===== config.mk =====
export PLATFORM = sky130hd
export DESIGN_NAME = nearest_palette_colour_search_core
export DESIGN_NICKNAME = d
export VERILOG_FILES = /design/src/rtl/nps_pkg.sv /design/src/rtl/nearest_palette_colour_search_core.sv /design/src/rtl/nps_cell.sv /design/src/rtl/nps_dist.sv
export SDC_FILE = /design/constraint.sdc
export NUM_CORES = 2
export LEC_CHECK = 0
export BUFFER_PORTS_ARGS = -buffer_cell sky130_fd_sc_hd__buf_4
export CAP_MARGIN = 30
export CORE_ASPECT_RATIO = 1.75
export CORE_MARGIN = 2
export CORE_UTILIZATION = 58
export CTS_CLUSTER_DIAMETER = 40
export DETAILED_ROUTE_END_ITERATION = 12
export HOLD_SLACK_MARGIN = 0.02
export PLACE_DENSITY = 0.77
export SYNTH_ARGS = -nofsm -noshare
export SYNTH_HDL_FRONTEND = slang
export SYNTH_SLANG_ARGS = --single-unit

===== constraint.sdc =====
create_clock -name clock -period 5.92 [get_ports clock]
set_input_delay 0.592 -clock clock [delete_from_list [all_inputs] [get_ports clock]]
set_output_delay 0.592 -clock clock [all_outputs]
set_load 0.005 [all_outputs]

===== src/rtl/nps_pkg.sv =====
package nps_pkg;

   localparam int DEPTH_DEFAULT = 32;
   localparam int COLOR_W       = 8;
   localparam int SLOT_W        = 5;
   localparam int FILTER_W      = 2;
   localparam int DIST_W        = 29;
   localparam int SQ_W          = 2 * COLOR_W;
   localparam int WEIGHT_W      = 11;
   localparam int PROD_W        = 27;
   localparam int MAX_DIST      = 332667900;

   localparam logic MODE_WRITE = 1'b0;
   localparam logic MODE_QUERY = 1'b1;

   localparam logic [FILTER_W-1:0] FILTER_ANY   = 2'd0;
   localparam logic [FILTER_W-1:0] FILTER_DARK  = 2'd1;
   localparam logic [FILTER_W-1:0] FILTER_LIGHT = 2'd2;

   // redmean weights, scaled by 512
   localparam logic [WEIGHT_W-1:0] RED_WEIGHT_BASE  = 11'd1024;
   localparam logic [WEIGHT_W-1:0] BLUE_WEIGHT_BASE = 11'd1534;
   localparam int GREEN_SHIFT = 11;

   typedef struct packed {
      logic               valid;
      logic               dark;
      logic [COLOR_W-1:0] red;
      logic [COLOR_W-1:0] green;
      logic [COLOR_W-1:0] blue;
   } entry_type;

   typedef struct packed {
      logic vld;
      logic last;
      logic match;
   } tag_type;

   typedef enum logic [1:0] {
      ST_IDLE,
      ST_SCAN,
      ST_WAIT
   } state_type;

endpackage


===== src/rtl/nearest_palette_colour_search_core.sv =====
// Nearest palette color search, redmean metric.
// Input channel: an item is taken on a clock edge with start high and busy low.
//   req_mode = write: slot req_slot gets color, dark flag and valid bit;
//     a slot at or beyond DEPTH is left untouched. The response follows in the
//     next cycle: found 0, best_index = slot, best_distance 0. busy stays low, so a
//     new transaction may be started on the very next edge.
//   req_mode = query: the palette ring rotates once through a 4-stage
//     distance pipeline, one entry per cycle, and the running best is kept
//     (lowest index wins on ties). The response strobe comes once the last entry
//     leaves the pipeline; busy stays high from the accepting edge until that
//     strobe, so queries do not overlap: the single shared distance pipeline
//     walks the ring one entry per cycle.
// Result channel: rsp_valid is high for one cycle with found, best_index and
//   best_distance; the receiver must take it then, there is no back-pressure.
// Reset: every palette slot is cleared and invalid, no transaction in flight.
module nearest_palette_colour_search_core
   import nps_pkg::*;
#(
   parameter int DEPTH = DEPTH_DEFAULT
)(
   input  logic                clock,
   input  logic                reset,
   input  logic                start,
   output logic                busy,
   input  logic                req_mode,
   input  logic [SLOT_W-1:0]   req_slot,
   input  logic [COLOR_W-1:0]  req_red,
   input  logic [COLOR_W-1:0]  req_green,
   input  logic [COLOR_W-1:0]  req_blue,
   input  logic                req_dark_flag,
   input  logic                req_entry_valid,
   input  logic [FILTER_W-1:0] req_bg_filter,
   output logic                rsp_valid,
   output logic                rsp_found,
   output logic [SLOT_W-1:0]   rsp_best_index,
   output logic [DIST_W-1:0]   rsp_best_distance
);

   localparam int IW = (DEPTH > 1) ? $clog2(DEPTH) : 1;
   localparam logic [IW-1:0] LAST_IDX = IW'(DEPTH - 1);

   state_type state_ff, state_in;

   logic [IW-1:0]       scan_cnt_ff, scan_cnt_in;
   logic [COLOR_W-1:0]  q_red_ff, q_green_ff, q_blue_ff;
   logic [FILTER_W-1:0] q_filter_ff;

   logic              have_ff, have_in;
   logic [IW-1:0]     best_idx_ff, best_idx_in;
   logic [DIST_W-1:0] best_d_ff, best_d_in;
   logic [IW-1:0]     cmp_idx_ff, cmp_idx_in;

   logic              rsp_valid_ff, rsp_valid_in;
   logic              rsp_found_ff, rsp_found_in;
   logic [SLOT_W-1:0] rsp_best_index_ff, rsp_best_index_in;
   logic [DIST_W-1:0] rsp_best_distance_ff, rsp_best_distance_in;

   logic accept, wr_go, query_go, shift, head_match;

   entry_type wr_data;
   entry_type cell_q [DEPTH];
   logic [DEPTH-1:0] wr_en;

   tag_type           tag_in, tag_out;
   logic [DIST_W-1:0] entry_dist;

   assign accept   = start && !busy;
   assign wr_go    = accept && (req_mode == MODE_WRITE);
   assign query_go = accept && (req_mode == MODE_QUERY);

   assign wr_data = '{valid: req_entry_valid, dark: req_dark_flag,
                      red: req_red, green: req_green, blue: req_blue};

   // palette ring: cell i takes from cell i+1, cell 0 feeds the distance unit
   for (genvar i = 0; i < DEPTH; i++) begin : g_cell
      if (i < (1 << SLOT_W)) begin : g_addr
         assign wr_en[i] = wr_go && (req_slot == SLOT_W'(i));
      end else begin : g_noaddr
         assign wr_en[i] = 1'b0;
      end

      nps_cell u_cell (
         .clock      (clock),
         .reset      (reset),
         .shift      (shift),
         .wr_en      (wr_en[i]),
         .wr_data    (wr_data),
         .next_entry (cell_q[(i + 1) % DEPTH]),
         .entry      (cell_q[i])
      );
   end

   always_comb begin
      priority if (q_filter_ff == FILTER_DARK) begin
         head_match = cell_q[0].valid && cell_q[0].dark;
      end else if (q_filter_ff == FILTER_LIGHT) begin
         head_match = cell_q[0].valid && !cell_q[0].dark;
      end else begin
         head_match = cell_q[0].valid;
      end
   end

   nps_dist u_dist (
      .clock      (clock),
      .reset      (reset),
      .tag_in     (tag_in),
      .entry      (cell_q[0]),
      .q_red      (q_red_ff),
      .q_green    (q_green_ff),
      .q_blue     (q_blue_ff),
      .tag_out    (tag_out),
      .entry_dist (entry_dist)
   );

   always_comb begin
      state_in    = state_ff;
      scan_cnt_in = scan_cnt_ff;
      shift       = 1'b0;
      tag_in      = '0;
      unique case (state_ff)
         ST_IDLE: begin
            if (query_go) begin
               state_in    = ST_SCAN;
               scan_cnt_in = '0;
            end
         end
         ST_SCAN: begin
            shift        = 1'b1;
            tag_in.vld   = 1'b1;
            tag_in.match = head_match;
            tag_in.last  = (scan_cnt_ff == LAST_IDX);
            scan_cnt_in  = scan_cnt_ff + 1'b1;
            if (scan_cnt_ff == LAST_IDX) begin
               state_in = ST_WAIT;
            end
         end
         ST_WAIT: begin
            if (tag_out.vld && tag_out.last) begin
               state_in = ST_IDLE;
            end
         end
         default: begin
            state_in = ST_IDLE;
         end
      endcase
   end

   assign busy = (state_ff != ST_IDLE);

   // running best over the pipeline output
   always_comb begin
      have_in     = have_ff;
      best_idx_in = best_idx_ff;
      best_d_in   = best_d_ff;
      cmp_idx_in  = cmp_idx_ff;
      if (query_go) begin
         have_in     = 1'b0;
         best_idx_in = '0;
         best_d_in   = '0;
         cmp_idx_in  = '0;
      end else if (tag_out.vld) begin
         cmp_idx_in = cmp_idx_ff + 1'b1;
         if (tag_out.match && (!have_ff || (entry_dist < best_d_ff))) begin
            have_in     = 1'b1;
            best_idx_in = cmp_idx_ff;
            best_d_in   = entry_dist;
         end
      end
   end

   always_comb begin
      rsp_valid_in         = 1'b0;
      rsp_found_in         = rsp_found_ff;
      rsp_best_index_in    = rsp_best_index_ff;
      rsp_best_distance_in = rsp_best_distance_ff;
      if (wr_go) begin
         rsp_valid_in         = 1'b1;
         rsp_found_in         = 1'b0;
         rsp_best_index_in    = req_slot;
         rsp_best_distance_in = '0;
      end else if (tag_out.vld && tag_out.last) begin
         rsp_valid_in         = 1'b1;
         rsp_found_in         = have_in;
         rsp_best_index_in    = SLOT_W'(best_idx_in);
         rsp_best_distance_in = best_d_in;
      end
   end

   always_ff @(posedge clock) begin
      if (reset) begin
         state_ff     <= ST_IDLE;
         scan_cnt_ff  <= '0;
         have_ff      <= 1'b0;
         cmp_idx_ff   <= '0;
         rsp_valid_ff <= 1'b0;
      end else begin
         state_ff     <= state_in;
         scan_cnt_ff  <= scan_cnt_in;
         have_ff      <= have_in;
         cmp_idx_ff   <= cmp_idx_in;
         rsp_valid_ff <= rsp_valid_in;
      end
   end

   always_ff @(posedge clock) begin
      best_idx_ff          <= best_idx_in;
      best_d_ff            <= best_d_in;
      rsp_found_ff         <= rsp_found_in;
      rsp_best_index_ff    <= rsp_best_index_in;
      rsp_best_distance_ff <= rsp_best_distance_in;
      if (query_go) begin
         q_red_ff    <= req_red;
         q_green_ff  <= req_green;
         q_blue_ff   <= req_blue;
         q_filter_ff <= req_bg_filter;
      end
   end

   assign rsp_valid         = rsp_valid_ff;
   assign rsp_found         = rsp_found_ff;
   assign rsp_best_index    = rsp_best_index_ff;
   assign rsp_best_distance = rsp_best_distance_ff;

   a_scan_quiet: assert property (@(posedge clock) disable iff (reset)
      (state_ff == ST_SCAN) |-> !rsp_valid_ff)
      else $error("response strobe during ring scan");

   a_last_in_wait: assert property (@(posedge clock) disable iff (reset)
      (tag_out.vld && tag_out.last) |-> (state_ff == ST_WAIT))
      else $error("last distance arrived outside wait state");

   a_write_rsp: assert property (@(posedge clock) disable iff (reset)
      wr_go |=> (rsp_valid_ff && !rsp_found_ff && (rsp_best_distance_ff == '0)))
      else $error("write transaction response malformed");

   a_dist_bound: assert property (@(posedge clock) disable iff (reset)
      (rsp_valid_ff && rsp_found_ff) |-> (rsp_best_distance_ff <= DIST_W'(MAX_DIST)))
      else $error("distance out of range");

endmodule


===== src/rtl/nps_cell.sv =====
module nps_cell
   import nps_pkg::*;
(
   input  logic      clock,
   input  logic      reset,
   input  logic      shift,
   input  logic      wr_en,
   input  entry_type wr_data,
   input  entry_type next_entry,
   output entry_type entry
);

   entry_type entry_ff;
   entry_type entry_in;

   // a write lands in the home position; during a scan the ring rotates
   always_comb begin
      entry_in = entry_ff;
      if (wr_en) begin
         entry_in = wr_data;
      end else if (shift) begin
         entry_in = next_entry;
      end
   end

   always_ff @(posedge clock) begin
      if (reset) begin
         entry_ff <= '0;
      end else begin
         entry_ff <= entry_in;
      end
   end

   assign entry = entry_ff;

endmodule


===== src/rtl/nps_dist.sv =====
module nps_dist
   import nps_pkg::*;
(
   input  logic               clock,
   input  logic               reset,
   input  tag_type            tag_in,
   input  entry_type          entry,
   input  logic [COLOR_W-1:0] q_red,
   input  logic [COLOR_W-1:0] q_green,
   input  logic [COLOR_W-1:0] q_blue,
   output tag_type            tag_out,
   output logic [DIST_W-1:0]  entry_dist
);

   tag_type tag1_ff, tag2_ff, tag3_ff, tag4_ff;

   logic [COLOR_W-1:0]  dr_in, dg_in, db_in, dr_ff, dg_ff, db_ff;
   logic [COLOR_W:0]    rsum_in, rsum_ff;
   logic [SQ_W-1:0]     sqr_in, sqg_in, sqb_in, sqr_ff, sqg_ff, sqb_ff;
   logic [WEIGHT_W-1:0] wr_in, wb_in, wr_ff, wb_ff;
   logic [PROD_W-1:0]   pr_in, pg_in, pb_in, pr_ff, pg_ff, pb_ff;
   logic [DIST_W-1:0]   dist_in, dist_ff;

   // stage 1: differences and red sum
   always_comb begin
      dr_in   = (q_red   >= entry.red)   ? q_red   - entry.red   : entry.red   - q_red;
      dg_in   = (q_green >= entry.green) ? q_green - entry.green : entry.green - q_green;
      db_in   = (q_blue  >= entry.blue)  ? q_blue  - entry.blue  : entry.blue  - q_blue;
      rsum_in = {1'b0, q_red} + {1'b0, entry.red};
   end

   // stage 2: squares and weights
   always_comb begin
      sqr_in = {{COLOR_W{1'b0}}, dr_ff} * {{COLOR_W{1'b0}}, dr_ff};
      sqg_in = {{COLOR_W{1'b0}}, dg_ff} * {{COLOR_W{1'b0}}, dg_ff};
      sqb_in = {{COLOR_W{1'b0}}, db_ff} * {{COLOR_W{1'b0}}, db_ff};
      wr_in  = RED_WEIGHT_BASE  + {2'b00, rsum_ff};
      wb_in  = BLUE_WEIGHT_BASE - {2'b00, rsum_ff};
   end

   // stage 3: weighted terms
   always_comb begin
      pr_in = {{(PROD_W-WEIGHT_W){1'b0}}, wr_ff} * {{(PROD_W-SQ_W){1'b0}}, sqr_ff};
      pg_in = {sqg_ff, {GREEN_SHIFT{1'b0}}};
      pb_in = {{(PROD_W-WEIGHT_W){1'b0}}, wb_ff} * {{(PROD_W-SQ_W){1'b0}}, sqb_ff};
   end

   // stage 4: sum
   always_comb begin
      dist_in = {2'b00, pr_ff} + {2'b00, pg_ff} + {2'b00, pb_ff};
   end

   always_ff @(posedge clock) begin
      if (reset) begin
         tag1_ff <= '0;
         tag2_ff <= '0;
         tag3_ff <= '0;
         tag4_ff <= '0;
      end else begin
         tag1_ff <= tag_in;
         tag2_ff <= tag1_ff;
         tag3_ff <= tag2_ff;
         tag4_ff <= tag3_ff;
      end
   end

   always_ff @(posedge clock) begin
      dr_ff   <= dr_in;
      dg_ff   <= dg_in;
      db_ff   <= db_in;
      rsum_ff <= rsum_in;
      sqr_ff  <= sqr_in;
      sqg_ff  <= sqg_in;
      sqb_ff  <= sqb_in;
      wr_ff   <= wr_in;
      wb_ff   <= wb_in;
      pr_ff   <= pr_in;
      pg_ff   <= pg_in;
      pb_ff   <= pb_in;
      dist_ff <= dist_in;
   end

   assign tag_out    = tag4_ff;
   assign entry_dist = dist_ff;

   a_tag_latency: assert property (@(posedge clock) disable iff (reset)
      tag4_ff.vld |-> $past(tag_in.vld, 4))
      else $error("distance pipeline produced an entry that never entered");

endmodule


==> flow_metrics.py <==
metrics = {
    "critical_path": {
        "reg2reg_slack_ns": 0.30,
        "worst_r2r_startpoint": "u_dist.sqr_ff[5]",
        "cp_data_required_time_ns": 6.55,
        "worst_setup_path_end_kind": "register",
        "timing.critical_path.fanout_max": 8,
        "crit_type": "reg -> reg",
        "cp-endpoint": "u_dist.pr_ff[24]",
        "worstRegToRegCells": 19,
        "ff_to_ff_end": "u_dist.pr_ff[24]",
        "crit_path_start": "u_dist.sqr_ff[5]",
        "crit_arrival_ns": 6.24,
        "critical_path.startpoint_type": "register",
    },
    "die": {
        "die-width_um": 256,
        "die-height_um": 444,
        "io_pins": 74,
        "placementRows": 161,
        "initial_cell_density_of_the_core": 0.584,
        "die_area_um2": 114000,
        "placeableCoreArea_um2": 110000,
    },
    "grt": {
        "grt.overflow.total": 0,
        "globalRouteTotalUtil": 0.288,
        "global_route_wire_length_before_repair_mm": 270,
        "number_of_antenna_violations_at_the_first_check_in_global_routing": 3,
        "grt_start_max_net_pins": 228,
        "grt_met1_use": 0.320,
        "met2_track_demand_over_resource_in_global_routing": 0.528,
        "use_met3": 0.0313,
        "first_global_vias": 52600,
        "top_usage_layer": "met2",
    },
    "clock_network": {
        "clk-insertion-delay-late_ns": 0.76,
        "numCtsBuffers": 113,
        "cts_num_sinks": 1146,
        "cts_root_buffer": "sky130_fd_sc_hd__clkbuf_16",
        "cts.repair_timing.setup_buffer_count": 0,
        "worst_setup_hold_path_clk_slew_ns": 0.07,
        "cts.path.max_buffers": 3,
        "htree_num_levels": 3,
        "cts_tree": "done",
    },
    "layout": {
        "fill_cells": 9448,
        "post_synthesis_to_final_layout_area_growth_pct": 8.57,
        "final_cell_mix": "1967 x sky130_fd_sc_hd__nand2_1, 1102 x sky130_fd_sc_hd__dfxtp_1, 961 x sky130_fd_sc_hd__nor2_1",
        "most_common_cell_after_layout_fill_and_taps_aside": "sky130_fd_sc_hd__nand2_1",
        "num-nets-final": 8253,
        "final_layout_size_suffix_gt1_frac": 0.0590,
    },
    "place": {
        "dp_hpwl_mm": 112,
        "place_ws_ns": 0.181,
        "numPortBuffers": 73,
        "gp_routability_congestion": 0.927,
    },
    "synthesis": {
        "edff_count_synth": 31,
        "synth_cells": 7881,
        "synth.ff_latch_count": 1146,
        "yosysTopAreaCell": "sky130_fd_sc_hd__dfxtp_1",
        "synthesis.area_um2": 64200,
        "synth_ff_type": "sky130_fd_sc_hd__dfxtp_1",
        "synthDominantCellAreaShare": 0.347,
        "leading_post_synthesis_cells_by_cell_area": "sky130_fd_sc_hd__dfxtp_1 35%, sky130_fd_sc_hd__nand2_1 12%, sky130_fd_sc_hd__a311oi_1 11%",
        "synth.avg_cell_area_um2": 8.15,
        "synth_cell_type_count": 77,
        "synth_seq_area_share": 0.362,
        "synthArstFlopShare": 0,
        "synth_warnings": 0,
    },
    "pwr": {
        "combinationalPowerShare": 0.640,
        "p_sw_mw": 21.1,
        "p_total_mw": 47.4,
        "cellLeakagePower_nw": 26.9,
        "areal_power_density_over_the_cells_nw_per_um2": 680,
        "switching_fraction": 0.446,
        "cellInternalPower_mw": 26.3,
        "power.clock.fraction": 0.160,
        "power.ir.vdd_worst_mv": 1.57,
        "seqPwrFrac": 0.199,
    },
    "job": {
        "cap_viol_max_count": 0,
    },
    "timing": {
        "timing.fmax_mhz": 178,
        "period_minus_slack_ns": 5.62,
        "timing_worst_slew_pin_value_ns": 1.15,
        "fin_skew_ns": 0.0412,
        "report.final.setup_viol": 0,
        "setup_slack_ns": 0.304,
        "hold_violations": 0,
        "timing.setup.tns_ns": 0,
        "slew_headroom": 0.232,
        "grt_setup_unrepaired": "false",
        "post-route-period-util": 0.949,
        "finalMaxSlewViolations": 0,
    },
    "min_path": {
        "hold_path_class": "in -> reg",
        "holdPathStages": 4,
    },
    "drt": {
        "firstDrtPassIters": 8,
        "detail_route.drc_violations": 0,
        "detailroute.via_count": 53700,
        "drt_wl_total_mm": 166,
        "detail_route.vias_per_cell": 5.89,
        "wl_per_cell_um": 18.2,
        "antenna_left": 0,
        "first_iter_violations": 4038,
    },
    "outcome": {
        "outcome": "finished, final reports clean",
    },
}
==> repair_timing <==
action | 4_1_cts | 5_1_grt
hold endpoints to repair | 2 | 0
hold buffers | 2 | 0
resized for setup | 0 | 13
endpoints found under the setup margin | 0 | 7
==> layout make-up <==
type	instances	area, µm²	share of cell area
clock buffers	156	3250	0.0466
repair buffers	178	1840	0.0263
inverters	507	1900	0.0273
clock inverters	54	748	0.0107
well taps	1467	1840	0.0263
multi-input cells	5607	36900	0.529
diodes	3	7.51	0.000108
flip-flops and latches	1146	23300	0.334
==> critical path: stages, from the launching register on <==
cell and delay [ns]:
sky130_fd_sc_hd__dfxtp_1 0.54, sky130_fd_sc_hd__nand2_1 0.13, sky130_fd_sc_hd__fa_1 0.44, sky130_fd_sc_hd__fa_1 0.52, sky130_fd_sc_hd__fa_1 0.56, sky130_fd_sc_hd__inv_1 0.05, sky130_fd_sc_hd__fa_1 0.48, sky130_fd_sc_hd__inv_1 0.05
sky130_fd_sc_hd__fa_1 0.48, sky130_fd_sc_hd__inv_1 0.04, sky130_fd_sc_hd__ha_1 0.21, sky130_fd_sc_hd__a21o_1 0.19, sky130_fd_sc_hd__a211oi_1 0.22, sky130_fd_sc_hd__nor2_1 0.07, sky130_fd_sc_hd__a211o_1 0.27, sky130_fd_sc_hd__a41o_1 0.29
sky130_fd_sc_hd__o41a_1 0.35, sky130_fd_sc_hd__a211oi_2 0.32, sky130_fd_sc_hd__a21oi_1 0.13, sky130_fd_sc_hd__xor2_1 0.15
==> cells by family after synthesis <==
family | share of synthesized area
simple gates | 0.219
buf+inv | 0.0667
compound gates | 0.161
other cells | 0.0000584
xor+xnor | 0.0211
flops | 0.362
fa+ha+maj | 0.165
mux | 0.00464
==> power groups by stage <==
| stage | combinational [mW] | sequential, mW | clock (mW) |
|---|---|---|---|
| 2_1_floorplan | 23.3 | 9.17 | 0 |
| 3_3_place_gp | 29.6 | 9.60 | 0 |
| 3_5_place_dp | 30.3 | 9.61 | 0 |
| 4_1_cts | 30.5 | 9.44 | 7.72 |
| 5_1_grt | 34.3 | 9.47 | 8.01 |
| 6_report | 30.3 | 9.45 | 7.60 |
==> worst min-delay path by stage <==
stage / start / endpoint / slack, ns
finish: req_mode / scan_cnt_ff[1] / 0.25
global route: req_mode / scan_cnt_ff[1] / 0.25
CTS: req_mode / scan_cnt_ff[1] / 0.20
detailed placement: u_dist.sqg_ff[13] / u_dist.pg_ff[24] / 0.31
global placement: u_dist.sqg_ff[13] / u_dist.pg_ff[24] / 0.31
floorplan: u_dist.sqg_ff[0] / u_dist.pg_ff[11] / 0.31
==> per-layer routing <==
| layer | wire length (µm) | share of wire |
|---|---|---|
| met5 | 0 | 0 |
| met4 | 10300 | 0.062 |
| met3 | 6090 | 0.037 |
| met2 | 86200 | 0.52 |
| met1 | 63100 | 0.38 |
==> flip-flops by register name, summed over array words and instances (netlist names), 10 cells and up <==
| signal | flops |
|---|---|
| g_cell.u_cell.entry | 832 |
| best_d_ff | 29 |
| rsp_best_distance | 29 |
| u_dist.entry_dist | 29 |
| u_dist.pb_ff | 27 |
| u_dist.pr_ff | 27 |
| u_dist.pg_ff | 15 |
| u_dist.sqb_ff | 15 |
| u_dist.sqg_ff | 15 |
| u_dist.sqr_ff | 15 |
| u_dist.wb_ff | 10 |
==> per-stage QoR <==
stage,hold slack [ns],util,cell area [µm²],instances
after floorplan,0.310,-,64300,7894
after global placement,0.310,0.592,65100,8874
after detailed placement,0.312,0.597,65600,8900
after CTS,0.199,0.633,69700,9112
after global routing,0.245,0.634,69700,9117
final,0.251,0.634,69700,9118
==> synth_stat cells, drive strengths merged (31+ instances only) <==
master and n:
a311oi 832, clkbuf 553, o211ai 46, o21ai 89, nor2b 41, nand4 43
a21oi 140, buf 81, o21a 35, ha 354, inv 507, nor3 36
nand3 76, xnor2 115, xor2 40, a21o 42, and2 226, fa 309
nand2 1991, dfxtp 1115, edfxtp 31, nor2 963
Note: power is estimated with default switching activity, not from simulation.
